[config.mk]
export PLATFORM = sky130hd
export DESIGN_NAME = coalescing_event_queue_core
export DESIGN_NICKNAME = d
export VERILOG_FILES = /design/src/rtl/core/ceq_pkg.sv /design/src/rtl/core/ceq_ram.sv /design/src/rtl/core/coalescing_event_queue_core.sv
export VERILOG_INCLUDE_DIRS = /design/src /design/src/rtl/core
export SDC_FILE = /design/constraint.sdc
export NUM_CORES = 1
export LEC_CHECK = 0
export BUFFER_PORTS_ARGS = -buffer_cell sky130_fd_sc_hd__buf_2
export CAP_MARGIN = 20
export CORE_MARGIN = 2
export CORE_UTILIZATION = 57
export DETAILED_ROUTE_END_ITERATION = 6
export HOLD_SLACK_MARGIN = 0.15
export PLACE_DENSITY = 0.81
export SLEW_MARGIN = 25
export SYNTH_ARGS = -nofsm -noshare
export SYNTH_HDL_FRONTEND = slang
export SYNTH_SLANG_ARGS = --single-unit
[constraint.sdc]
create_clock -name clk -period 2.8 [get_ports clk]
set_input_delay 0.28 -clock clk [delete_from_list [all_inputs] [get_ports clk]]
set_output_delay 0.28 -clock clk [all_outputs]
set_load 0.05 [all_outputs]
[src/rtl/core/coalescing_event_queue_core_defines.svh]
// ----------------------------------------------------------------------------
// Coalescing event queue assertion macros
// Shared concurrent assertion forms for the queue core RTL.
// ----------------------------------------------------------------------------
`ifndef COALESCING_EVENT_QUEUE_CORE_DEFINES_SVH
`define COALESCING_EVENT_QUEUE_CORE_DEFINES_SVH

`ifndef ASSERT_OFF
`define CEQ_ASSERT_SAME(lbl, clk, rst, ant, con) \
  lbl: assert property (@(posedge clk) disable iff (rst) (ant) |-> (con)) \
    else $error("assertion failed");
`define CEQ_ASSERT_NEXT(lbl, clk, rst, ant, con) \
  lbl: assert property (@(posedge clk) disable iff (rst) (ant) |=> (con)) \
    else $error("assertion failed");
`else
`define CEQ_ASSERT_SAME(lbl, clk, rst, ant, con)
`define CEQ_ASSERT_NEXT(lbl, clk, rst, ant, con)
`endif

`endif

[src/rtl/core/ceq_pkg.sv]
`timescale 1ns / 1ps
// ----------------------------------------------------------------------------
// Coalescing event queue package
// Sizes and codes shared by the queue core and its testbench.
// ----------------------------------------------------------------------------
package ceq_pkg;

  localparam int ID_W       = 6;
  localparam int NUM_EVENTS = 1 << ID_W;
  localparam int CNT_W      = $clog2(NUM_EVENTS + 1);

  typedef enum logic [1:0] {
    OP_ACTIVATE = 2'd0,
    OP_TAKE     = 2'd1,
    OP_STOP     = 2'd2
  } op_t;

  typedef enum logic [2:0] {
    RS_ACCEPTED   = 3'd0,
    RS_WAKE       = 3'd1,
    RS_DISPATCHED = 3'd2,
    RS_EMPTY      = 3'd3,
    RS_STOPPED    = 3'd4
  } res_status_t;

  typedef enum logic [1:0] {
    ES_IDLE   = 2'd0,
    ES_QUEUED = 2'd1,
    ES_AGAIN  = 2'd2
  } ev_status_t;

endpackage

[src/rtl/core/ceq_ram.sv]
`timescale 1ns / 1ps
// ----------------------------------------------------------------------------
// Queue storage RAM
// Simple dual-port memory with one write port and a registered read port.
// ----------------------------------------------------------------------------
module ceq_ram #(
  parameter int DEPTH = 64,
  parameter int WIDTH = 2
) (
  input  logic                     clk,
  input  logic                     we,
  input  logic [$clog2(DEPTH)-1:0] waddr,
  input  logic [WIDTH-1:0]         wdata,
  input  logic [$clog2(DEPTH)-1:0] raddr,
  output logic [WIDTH-1:0]         rdata
);

  logic [WIDTH-1:0] mem [DEPTH];

  always_ff @(posedge clk) begin
    if (we) begin
      mem[waddr] <= wdata;
    end
  end

  always_ff @(posedge clk) begin
    rdata <= mem[raddr];
  end

endmodule

[src/rtl/core/coalescing_event_queue_core.sv]
`timescale 1ns / 1ps
// ----------------------------------------------------------------------------
// Coalescing event queue core
// Status table and circular id queue held in two RAMs with registered read ports.
// ----------------------------------------------------------------------------
// An activate goes through S_EXEC and a take on a non-empty queue through S_HEAD
// and then S_EXEC before the result is registered; other words are answered
// straight from S_IDLE when they are accepted.
// Busy holds off new words during an activate or a dispatch, which waits on the
// dependent reads of the queue RAM and then the status RAM; other words leave it idle.
// Synchronous reset empties the queue, clears the stop flag and marks every event
// idle at once; results cannot be stalled by the receiver.
`include "coalescing_event_queue_core_defines.svh"

module coalescing_event_queue_core
  import ceq_pkg::*;
(
  input  logic            clk,
  input  logic            rst,
  input  logic            start,
  output logic            busy,
  input  logic [1:0]      operation,
  input  logic [ID_W-1:0] event_id,
  output logic            done,
  output logic [2:0]      status,
  output logic [ID_W-1:0] event_id_res
);

  typedef enum logic [2:0] {
    S_IDLE = 3'b001,
    S_HEAD = 3'b010,
    S_EXEC = 3'b100
  } state_t;

  state_t             state;
  logic [1:0]         op_q;
  logic [ID_W-1:0]    id_q;
  logic [ID_W-1:0]    rd_ptr;
  logic [ID_W-1:0]    wr_ptr;
  logic [CNT_W-1:0]   count;
  logic               stop_req;
  logic [NUM_EVENTS-1:0] stat_valid;
  logic               stat_rvalid;

  logic [ID_W-1:0]    stat_raddr;
  logic [1:0]         stat_rdata;
  logic               stat_we;
  logic [1:0]         stat_wdata;
  logic [ID_W-1:0]    slot_rdata;
  logic               slot_we;
  logic [1:0]         cur_st;
  logic               accept;

  function automatic logic [ID_W-1:0] ptr_inc(input logic [ID_W-1:0] p);
    return (p == ID_W'(NUM_EVENTS - 1)) ? '0 : p + 1'b1;
  endfunction

  assign busy       = (state != S_IDLE);
  assign accept     = start && !busy;
  assign stat_raddr = (state == S_HEAD) ? slot_rdata : event_id;
  assign cur_st     = stat_rvalid ? stat_rdata : ES_IDLE;

  ceq_ram #(.DEPTH(NUM_EVENTS), .WIDTH(2)) u_stat_ram (
    .clk   (clk),
    .we    (stat_we),
    .waddr (id_q),
    .wdata (stat_wdata),
    .raddr (stat_raddr),
    .rdata (stat_rdata)
  );

  ceq_ram #(.DEPTH(NUM_EVENTS), .WIDTH(ID_W)) u_slot_ram (
    .clk   (clk),
    .we    (slot_we),
    .waddr (wr_ptr),
    .wdata (id_q),
    .raddr (rd_ptr),
    .rdata (slot_rdata)
  );

  always_comb begin
    stat_we    = 1'b0;
    stat_wdata = ES_IDLE;
    slot_we    = 1'b0;
    if (state == S_EXEC) begin
      if (op_q == OP_ACTIVATE) begin
        case (cur_st)
          ES_IDLE: begin
            stat_we    = 1'b1;
            stat_wdata = ES_QUEUED;
            slot_we    = 1'b1;
          end
          ES_QUEUED: begin
            stat_we    = 1'b1;
            stat_wdata = ES_AGAIN;
          end
          default: begin
          end
        endcase
      end else begin
        case (cur_st)
          ES_IDLE: begin
          end
          ES_QUEUED: begin
            stat_we    = 1'b1;
            stat_wdata = ES_IDLE;
          end
          default: begin
            stat_we    = 1'b1;
            stat_wdata = ES_QUEUED;
            slot_we    = (count > CNT_W'(1));
          end
        endcase
      end
    end
  end

  always_ff @(posedge clk) begin
    stat_rvalid <= stat_valid[stat_raddr];
  end

  always_ff @(posedge clk) begin
    if (rst) begin
      state      <= S_IDLE;
      rd_ptr     <= '0;
      wr_ptr     <= '0;
      count      <= '0;
      stop_req   <= 1'b0;
      stat_valid <= '0;
      done       <= 1'b0;
    end else begin
      done <= 1'b0;
      if (stat_we) begin
        stat_valid[id_q] <= 1'b1;
      end
      unique case (state)
        S_IDLE: begin
          if (accept) begin
            op_q <= operation;
            id_q <= event_id;
            case (operation)
              OP_ACTIVATE: begin
                state <= S_EXEC;
              end
              OP_TAKE: begin
                if (count == '0) begin
                  done         <= 1'b1;
                  status       <= stop_req ? RS_STOPPED : RS_EMPTY;
                  event_id_res <= '0;
                end else begin
                  state <= S_HEAD;
                end
              end
              OP_STOP: begin
                stop_req     <= 1'b1;
                done         <= 1'b1;
                status       <= RS_ACCEPTED;
                event_id_res <= '0;
              end
              default: begin
                done         <= 1'b1;
                status       <= RS_ACCEPTED;
                event_id_res <= '0;
              end
            endcase
          end
        end
        S_HEAD: begin
          id_q  <= slot_rdata;
          state <= S_EXEC;
        end
        S_EXEC: begin
          state <= S_IDLE;
          done  <= 1'b1;
          if (op_q == OP_ACTIVATE) begin
            event_id_res <= '0;
            status       <= (cur_st == ES_IDLE && count == '0) ? RS_WAKE : RS_ACCEPTED;
            if (cur_st == ES_IDLE) begin
              wr_ptr <= ptr_inc(wr_ptr);
              count  <= count + 1'b1;
            end
          end else begin
            event_id_res <= id_q;
            status       <= RS_DISPATCHED;
            if (cur_st == ES_QUEUED) begin
              rd_ptr <= ptr_inc(rd_ptr);
              count  <= count - 1'b1;
            end else if (cur_st != ES_IDLE && count > CNT_W'(1)) begin
              rd_ptr <= ptr_inc(rd_ptr);
              wr_ptr <= ptr_inc(wr_ptr);
            end
          end
        end
        default: begin
          state <= S_IDLE;
        end
      endcase
    end
  end

  `CEQ_ASSERT_SAME(a_count_bound, clk, rst, 1'b1, count <= CNT_W'(NUM_EVENTS))
  `CEQ_ASSERT_SAME(a_empty_ptrs, clk, rst, count == '0, rd_ptr == wr_ptr)
  `CEQ_ASSERT_NEXT(a_exec_returns, clk, rst, state == S_EXEC, state == S_IDLE && done)
  `CEQ_ASSERT_NEXT(a_take_reads_head, clk, rst,
                   accept && operation == OP_TAKE && count != '0, state == S_HEAD)
  `CEQ_ASSERT_SAME(a_dispatch_source, clk, rst,
                   done && status == RS_DISPATCHED, $past(state == S_EXEC))

endmodule

# After elaboration in Yosys (flattened, before gate mapping)
# Memories as Yosys holds them, arrays and structs flattened. A register that Yosys moved wholly into a read port is not among the register bits.
# Index checks and enable logic that the tools add are counted.
[totals]
ramBits = 512
out_inout_bits = 11
word_cells = 120
mem_count = 2
inputBits = 11
regBits = 106
[mem_list]
columns = ["name", "words", "word_bits", "read_ports", "rd_clocked_by_memory_dff", "write_ports", "line", "rtl"]
rows = [
  ["u_slot_ram.mem", 64, 6, 1, 1, 1, "ceq_ram.sv:18", "logic [WIDTH-1:0] mem [DEPTH];"],
  ["u_stat_ram.mem", 64, 2, 1, 1, 1, "ceq_ram.sv:18", ""],
]
[classes]
n_bitwise = 3
mux = 55
eq_ne = 16
addsub = 4
order_cmp = 4
n_reduce_logical = 24
[op_table]
columns = ["op", "n"]
rows = [
  ["two-way mux 6 bit", 13],
  ["OR 64 bit", 1],
  ["one-hot mux 6 bit (2 select lines)", 3],
  ["one-hot mux 3 bit (2 select lines)", 4],
  ["two-way mux 7 bit", 3],
  ["two-way mux 1 bit", 18],
  ["AND reduction 3 bit", 6],
  ["two-way mux 3 bit", 5],
  ["less-than comparator 6 x 7 -> 1 bit (second input constant)", 2],
  ["adder 6 x 1 -> 6 bit (second input constant)", 2],
  ["== test 6 bit (second input constant)", 2],
  ["nonzero test 2 bit", 6],
  ["two-way mux 2 bit", 4],
  ["adder 7 x 1 -> 7 bit (second input constant)", 1],
  ["greater-than comparator 7 x 1 -> 1 bit (second input constant)", 1],
  ["logical NOT 7 bit", 1],
  ["subtractor 7 x 1 -> 7 bit (second input constant)", 1],
  ["binary-select mux 1 bit (select 6 bit)", 1],
  ["demux 1 bit (select 6 bit)", 1],
  [">= comparator 6 x 1 -> 1 bit (second input constant)", 1],
  ["logical NOT 2 bit", 3],
  ["!= test 2 bit (second input constant)", 3],
  ["!= test 3 x 1 -> 1 bit (second input constant)", 2],
  ["!= test 3 bit (second input constant)", 2],
  ["other kinds (14)", 20],
]

# Longest topological paths before layout
# Gate-level depths: netlist of run 1.
[logic_depth]
ltp_word = 8
mapped_depth = 12
depth_no_buf = 8

# Hierarchy
# A second synthesis of run 1 with hierarchy kept.
[hier_totals]
cells_unflattened = 1589
area_unflattened_um2 = 25339.3
[by_module_without_submodules]
columns = ["mod", "instances", "cells_per_inst", "seq_area_each_um2", "area_per_inst_um2"]
rows = [
  ["ceq_ram at u_slot_ram", 1, 720, 11651.2, 15225.9],
  ["ceq_ram at u_stat_ram", 1, 324, 3883.7, 5397.7],
  ["coalescing_event_queue_core", 1, 545, 2292.2, 4715.8],
]

# Worst setup path before layout of run 1
# OpenSTA, ideal clock, no wires.
[synth_path]
path_kind = "reg2reg"
start = "reg op_q[1]"
end = "mem u_stat_ram.mem[0][0], data pin"
stages_incl_launch_ff = 4
arrival_ns = 2.525
setup_ns = 0.548
synth_period_minus_slack_ns = 3.073
path_buffers = 0
path_slack_ns = -0.273
required_ns = 2.252
cell_sequence = "edfxtp_1 nor2_1 nand2_1 a21oi_1"
[synth_via]
elab_chain_len = 3
[synth_rtl]
columns = ["item", "line", "rtl"]
rows = [
  ["start: declaration", "coalescing_event_queue_core.sv:36", "logic [1:0] op_q;"],
  ["start signal: assignment", "coalescing_event_queue_core.sv:139", "op_q <= operation;"],
  ["logical NOT 2 bit", "coalescing_event_queue_core.sv:86", "if (op_q == OP_ACTIVATE) begin"],
  ["two-way mux 2 bit", "coalescing_event_queue_core.sv:86", ""],
  ["two-way mux 2 bit", "coalescing_event_queue_core.sv:85", "if (state == S_EXEC) begin"],
  ["named net stat_wdata[0]", "coalescing_event_queue_core.sv:48", "logic [1:0] stat_wdata;"],
  ["end: declaration", "ceq_ram.sv:18", ""],
]
# The timed path passes the listed nets, and every way through them passes these cells.

# Worst setup path after layout of run 1
[layout_path]
start = "reg count[1]"
end = "mem u_slot_ram.mem[29][0] in the netlist's numbering (enable)"
[layout_via]
elab_chain_len = 6
[layout_rtl]
columns = ["item", "line", "rtl"]
rows = [
  ["start: declaration", "coalescing_event_queue_core.sv:40", "logic [CNT_W-1:0] count;"],
  ["start signal: assignment", "coalescing_event_queue_core.sv:180", "count <= count + 1'b1;"],
  ["start signal: assignment", "coalescing_event_queue_core.sv:187", "count <= count - 1'b1;"],
  ["greater-than comparator 7 x 1 -> 1 bit", "coalescing_event_queue_core.sv:111", "slot_we = (count > CNT_W'(1));"],
  ["two-way mux 1 bit", "coalescing_event_queue_core.sv:101", "case (cur_st)"],
  ["two-way mux 1 bit", "coalescing_event_queue_core.sv:86", ""],
  ["two-way mux 1 bit", "coalescing_event_queue_core.sv:85", ""],
  ["two-way mux 1 bit", "ceq_ram.sv:21", "if (we) begin"],
  ["two-way mux 1 bit (implied by the code)", "ceq_ram.sv:22", "mem[waddr] <= wdata;"],
  ["end: declaration", "ceq_ram.sv:18", ""],
]
# No other way between the ends.

==> reports/summary.txt, run 1 <==
Status - finished, final reports clean
Dpl hpwl - 36500 µm
H-tree Lvls - 2
ANT cells - 0
Slew Limit Fails - 0
Origin of the worst min-delay path - event_id[4]
Pwr per Cell Area - 644 nW/µm²
Commonest cells in the netlist - edfxtp_1, nor2_1, a21oi_1
Synthesized flop and latch total - 626
Area of the core - 43900 µm²
Area Overhead vs Synth - 14.5%
YS warnings - 0
Initial antenna violation count - 0
Die W - 214 µm
Cell variety after synth - 58
All-Layer GR Usage - 26.0%
Tcrit/Tclk final - 96.9%
Via count - 15400
Worst skew pair latency - 0.64 ns
Top post-synthesis cells by area - edfxtp_1, mux4_2, dfxtp_1
Synthesized area per cell - 15.4 µm²
First-pass GRT wire length - 91100 µm
Setup_tns - 0 ns
Clk slew on worst S/H paths - 0.07 ns
Hold Path Class - primary input to flip-flop
Boundary Pins - 22
Mapped Area - 25200 µm²
# port buffers - 21
Setup crit end kind - flip-flop
Number of flops mapped to enable cells by yosys - 529
Max cap viols - 0
Die Area - 45900 µm²
WP data arrival - 3.06 ns
Hold depth - 3
Slew @ Worst Pin - 0.898 ns
Critical Path Source Type - flip-flop
Pleak - 9.26 nW
# nets final - 1786
Routed WL - 59800 µm
Post-route minimum period - 2.71 ns
Hold violation count in the final report - 0
Hold path endpoint - id_q[4]
CTS buffer count - 58
DRC - 0
CTS tree - built
Pre-CTS setup slack - 0.0751 ns
Share of post-route cells with drive strength above 1 - 22.7%
Chip Height - 214 µm
Critical path type - flip-flop to flip-flop
Async S/R FF share, synth - 0%
Largest net degree at the start of global routing - 66
Post-DRT Antenna Nets - 0
Routed length per instance - 24.8 µm
Mapped Nets - 1657
Seq/Total Area, Yosys - 70.8%
Max Fclk - 369 MHz
First-pass DRT Iterations - 5
Worst R2R Path Depth - 10
Initial Util - 57.3%
Synth area leader - edfxtp_1
CTS Buffer Depth - 3
Clk sink count - 626
Overflow after GRT - 0
Vias per cell - 6.39
Num rows - 77
Routability cong. - 0.921
Dpl cells - 2295
Final Non-Filler Cells - 2409
CP required - 3.15 ns
Endpoints failing setup - 0
Post-synth top flop - edfxtp_1
Number of global-route vias before repair - 15200
Starting DRT DRC Count - 2346
Post-Synthesis Cells - 1640
CTS root buffer - clkbuf_16
Reg2reg end - u_slot_ram.mem[29][0]
Worst R2R Start - count[1]
Yosys top cell area share - 63.1%
Final WS setup - 0.0872 ns
Most frequent cell after synthesis - edfxtp_1
Peak supply drop - 489 µV
FF-to-FF setup slack - 0.09 ns
CP Max Fanout - 9
Relative slew slack - 39.7%
Skew final - 0.0356 ns
==> layout make-up <==
class	instances	area, µm²
inverter	9	37.5
tap	592	741
sequential	626	17800
clock buffer	76	1600
fill	2886	15100
clock inverter	32	329
timing repair buffer	173	1380
multi-input combinational	901	6900
==> report_power, final <==
group          switching [mW]  internal [mW]
Combinational           0.388          0.163
Clock                    3.42           4.49
Sequential             0.0367           10.1
==> critical path, cell delays in order (launching register included) <==
cell and delay (ns):
dfxtp_1 0.34, inv_1 0.08, ha_1 0.19, or2_2 0.31
a21o_1 0.22, a21oi_4 0.23, buf_4 0.22, nand3_1 0.11
or2_2 0.39, nor2_1 0.15, buf_4 0.19
==> flip-flops by register name, indices dropped and copies added (netlist names), 2 cells and up <==
name	count
event_id_res	6
u_slot_ram.rdata	6
count	7
wr_ptr	6
op_q	2
rd_ptr	6
u_stat_ram.mem	128
u_slot_ram.mem	384
status	3
id_q	6
state	3
stat_valid	64
u_stat_ram.rdata	2
==> logic make-up after synthesis <==
kind of cell	count (synthesis)	synth area share (%)
muxes	150	12.2
and+or+nand+nor	489	8.56
AOI/OAI and AO/OA	240	5.63
buffers and inverters	113	1.96
xor gates and xnor gates	16	0.557
adders and majority gates	6	0.298
DFF	626	70.8
==> per-stage QoR <==
stage               cell area [µm²]  power, mW  util, %  hold WS, ns
floorplan                     25200       10.6        -        0.379
detailed placement            26800       10.8     61.0        0.453
CTS                           28800       18.6     65.5        0.263
global route                  28800       19.0     65.6        0.182
global placement              26800       10.8     61.0        0.446
finish                        28800       18.6     65.6        0.182
==> layout by cell type, fill, tap and decap left out, types with 13 or more instances in the layout <==
master and instances:
a21oi_1 156, a22o_1 18, a22oi_1 24, and3_1 13, buf_2 21, buf_4 138
clkbuf_16 58, clkinv_2 14, dfxtp_1 94, edfxtp_1 529, mux2i_1 23, mux4_2 122
nand2_1 132, nand3_1 24, nor2_1 235
==> timing repair <==
| action | CTS | global route |
|---|---|---|
| endpoints found under the setup margin | 0 | 254 |
| setup buffers | 0 | 2 |
| hold buffers | 4 | 0 |
| hold endpoints to repair | 19 | 0 |
| gates resized for setup | 0 | 7 |
==> metal layers <==
metal	routed length, µm	up-vias	GRT usage (%)
li1	-	6520	-
met1	22800	7765	35.4
met2	29400	948	42.7
met3	5680	153	5.36
met4	1860	0	8.10
met5	0	-	0
==> worst max-delay path by stage <==
stage | end | start | slack (ns) | depth (start not counted)
finish | u_slot_ram.mem[29][0] | count[1] | 0.09 | 10
detailed placement | u_stat_ram.rdata[1] | state[0] | 0.08 | 10
CTS | u_stat_ram.rdata[1] | state[0] | 0.06 | 10
global route | u_slot_ram.mem[24][3] | count[1] | -0.004 | 10
global placement | u_stat_ram.rdata[1] | state[0] | 0.11 | 10
floorplan | u_slot_ram.mem[29][0] | count[1] | 0.15 | 9
Power figures use the tool's default switching activity.
==> run 2, diff against run 1 <==
- CTS_BUF_LIST: default -> sky130_fd_sc_hd__clkbuf_16
==> run 2 against run 1 <==
  * Sequential power about the same
  * Die area unchanged
  * Combinational power about the same
  * Highest routed layer unchanged
  * Largest power group unchanged
  * Register-to-register slack worse by 0.04 ns
==> reports/summary.txt, run 2 (synthesis gave the netlist of run 1 again) <==
Max reg flops - 384 (unchanged)
Die W - 214 µm (unchanged)
Final Non-Filler Cells - 2409 (unchanged)
Area Overhead vs Synth - 14.2% (was 14.5%)
Area of the multi-input gates - 6910 µm² (was 6900 µm²)
Initial antenna violation count - 0 (unchanged)
Starting DRT DRC Count - 2306 (was 2346)
Routed length per instance - 25.3 µm (was 24.8 µm)
Most flop-heavy register - u_slot_ram.mem (unchanged)
Max cap viols - 0 (unchanged)
Area of the core - 43900 µm² (unchanged)
Met3 WL - 6150 µm (was 5680 µm)
H-tree Lvls - 2 (unchanged)
Chip Height - 214 µm (unchanged)
Initial Util - 57.3% (unchanged)
CTS buffer count - 58 (unchanged)
Post-place instance area - 26800 µm² (unchanged)
CP dominant cell by count - buf_4
ANT cells - 0 (unchanged)
Endpoints failing setup - 0 (unchanged)
Overall power - 18.3 mW (was 18.6 mW)
WP data arrival - 3.10 ns (was 3.06 ns)
Setup crit end kind - flip-flop (unchanged)
Max stage delay on crit path - 0.34 ns (was 0.39 ns)
Final WS setup - 0.0449 ns (was 0.0872 ns)
Fillers - 2895 (was 2886)
# nets final - 1786 (unchanged)
Clk slew on worst S/H paths - 0.07 ns (about the same)
Clk sink count - 626 (unchanged)
Skew final - 0.0374 ns (was 0.0356 ns)
Tcrit/Tclk final - 98.4% (was 96.9%)
Critical path type - flip-flop to flip-flop (unchanged)
FF+latch area - 17800 µm² (unchanged)
Worst path cell trace - inv_1 > ha_1 > or2_2 > a21o_1 > a21oi_4 > buf_4 > nand4b_1 > nor2_1 > buf_4 (was inv_1 > ha_1 > or2_2 > a21o_1 > a21oi_4 > buf_4 > nand3_1 > or2_2 > nor2_1 > buf_4)
Share of post-route cells with drive strength above 1 - 22.2% (was 22.7%)
Post-DRT Antenna Nets - 0 (unchanged)
Dpl cells - 2295 (unchanged)
CP bufs+invs - 3 (unchanged)
All-Layer GR Usage - 26.4% (was 26.0%)
Number of global-route vias before repair - 15300 (was 15200)
Num rows - 77 (unchanged)
Hold Path Class - primary input to flip-flop (unchanged)
CTS tree - built (unchanged)
Fin area - 28800 µm² (about the same)
Status - finished, final reports clean (unchanged)
Vias per cell - 6.48 (was 6.39)
CTS Buffer Depth - 3 (unchanged)
Hold violation count in the final report - 0 (unchanged)
Top sig layer - met4 (unchanged)
Relative slew slack - 40.0% (was 39.7%)
Max Fclk - 363 MHz (was 369 MHz)
Post-route minimum period - 2.76 ns (was 2.71 ns)
Boundary Pins - 22 (unchanged)
Overflow after GRT - 0 (unchanged)
CTS root buffer - clkbuf_16 (unchanged)
Pre-CTS setup slack - 0.0751 ns (unchanged)
Worst skew pair latency - 0.64 ns (about the same)
Largest net degree at the start of global routing - 66 (unchanged)
Dpl hpwl - 36500 µm (unchanged)
Routed WL - 61100 µm (was 59800 µm)
Peak supply drop - 491 µV (was 489 µV)
M1 WL - 22800 µm (about the same)
DRC - 0 (unchanged)
# port buffers - 21 (unchanged)
Critical Path Source Type - flip-flop (unchanged)
Met2 wire len - 29900 µm (was 29400 µm)
Delay-heaviest family, CP - simple AND/OR/NAND/NOR gates (unchanged)
Via count - 15600 (was 15400)
Slew @ Worst Pin - 0.893 ns (was 0.898 ns)
Worst path slowest cell - dfxtp_1 (was or2_2)
Slew Limit Fails - 0 (unchanged)
Biggest regs - u_slot_ram.mem (384), u_stat_ram.mem (128), stat_valid (64) (unchanged)
First-pass DRT Iterations - 7 (was 5)
Commonest cells after routing, fill and taps aside - edfxtp_1, nor2_1, a21oi_1, buf_4, nand2_1 (unchanged)
CP required - 3.15 ns (about the same)
Die Area - 45900 µm² (unchanged)
Setup_tns - 0 ns (unchanged)
Pleak - 9.25 nW (was 9.26 nW)
Commonest non-fill, non-tap cell in the layout - edfxtp_1 (unchanged)
Routability cong. - 0.921 (unchanged)
CP Max Fanout - 9 (unchanged)
First-pass GRT wire length - 92500 µm (was 91100 µm)
Pwr per Cell Area - 637 nW/µm² (was 644 nW/µm²)
-- run 2: cell count changes in the layout (fill, tap and decap cells not counted) --
cell	before	now
clkbuf_1	10	0
clkbuf_8	8	0
clkinv_1	8	16
inv_1	5	15
nor2b_2	1	0
nor2b_4	0	1
-- run 2: worst paths after layout --
path / slack, ns / cells after the start / to / start
max reg2reg: 0.04 / 9 / u_slot_ram.mem[43][2] / count[1]
min: 0.18 / 3 / id_q[4] / event_id[4]
min reg2reg: 0.46 / 2 / stat_valid[53] / stat_valid[53]
max: 0.04 / 9 / u_slot_ram.mem[43][2] / count[1]
-- run 2: per-stage QoR --
stage | hold slack [ns] | util (%)
CTS | 0.264 | 65.3
floorplan | 0.379 | -
detailed placement | 0.453 | 61.0
global placement | 0.446 | 61.0
finish | 0.178 | 65.4
global route | 0.183 | 65.4
-- run 2: worst reg2reg max path: cells and delay by family, from the launching register on --
kind | cells | cell delay, ns
compound gates | 2 | 0.46
buf+inv | 3 | 0.54
simple gates | 3 | 0.94
flops | 1 | 0.34
fa+ha+maj | 1 | 0.19
-- run 2: where the power goes --
group | internal (mW) | total, mW | leakage [nW] | switching, mW
Sequential | 10.1 | 10.1 | 5.31 | 0.0367
Combinational | 0.163 | 0.553 | 3.00 | 0.390
Clock | 4.24 | 7.67 | 0.948 | 3.43
-- run 2: what timing repair did --
action | in CTS | in global routing
hold buffers | 4 | 0
endpoints found under the hold margin | 18 | 0
buffers inserted | 0 | 2
endpoints found under the setup margin | 0 | 295
gates resized for setup | 0 | 8
-- run 2: cell type report --
cell class / count / share of cell area (%)
flip-flops and latches: 626 / 62.0
multi-input cells: 901 / 24.0
clock buffers: 58 / 5.05
repair buffers: 173 / 4.80
well taps: 592 / 2.58
clock inverters: 50 / 1.38
inverters: 9 / 0.131
-- run 2: metal layers --
| layer | up-vias | track usage [%] |
|---|---|---|
| li1 | 6527 | - |
| met1 | 7837 | 36.0 |
| met2 | 1055 | 43.4 |
| met3 | 189 | 5.32 |
| met4 | 0 | 8.52 |
| met5 | - | 0 |
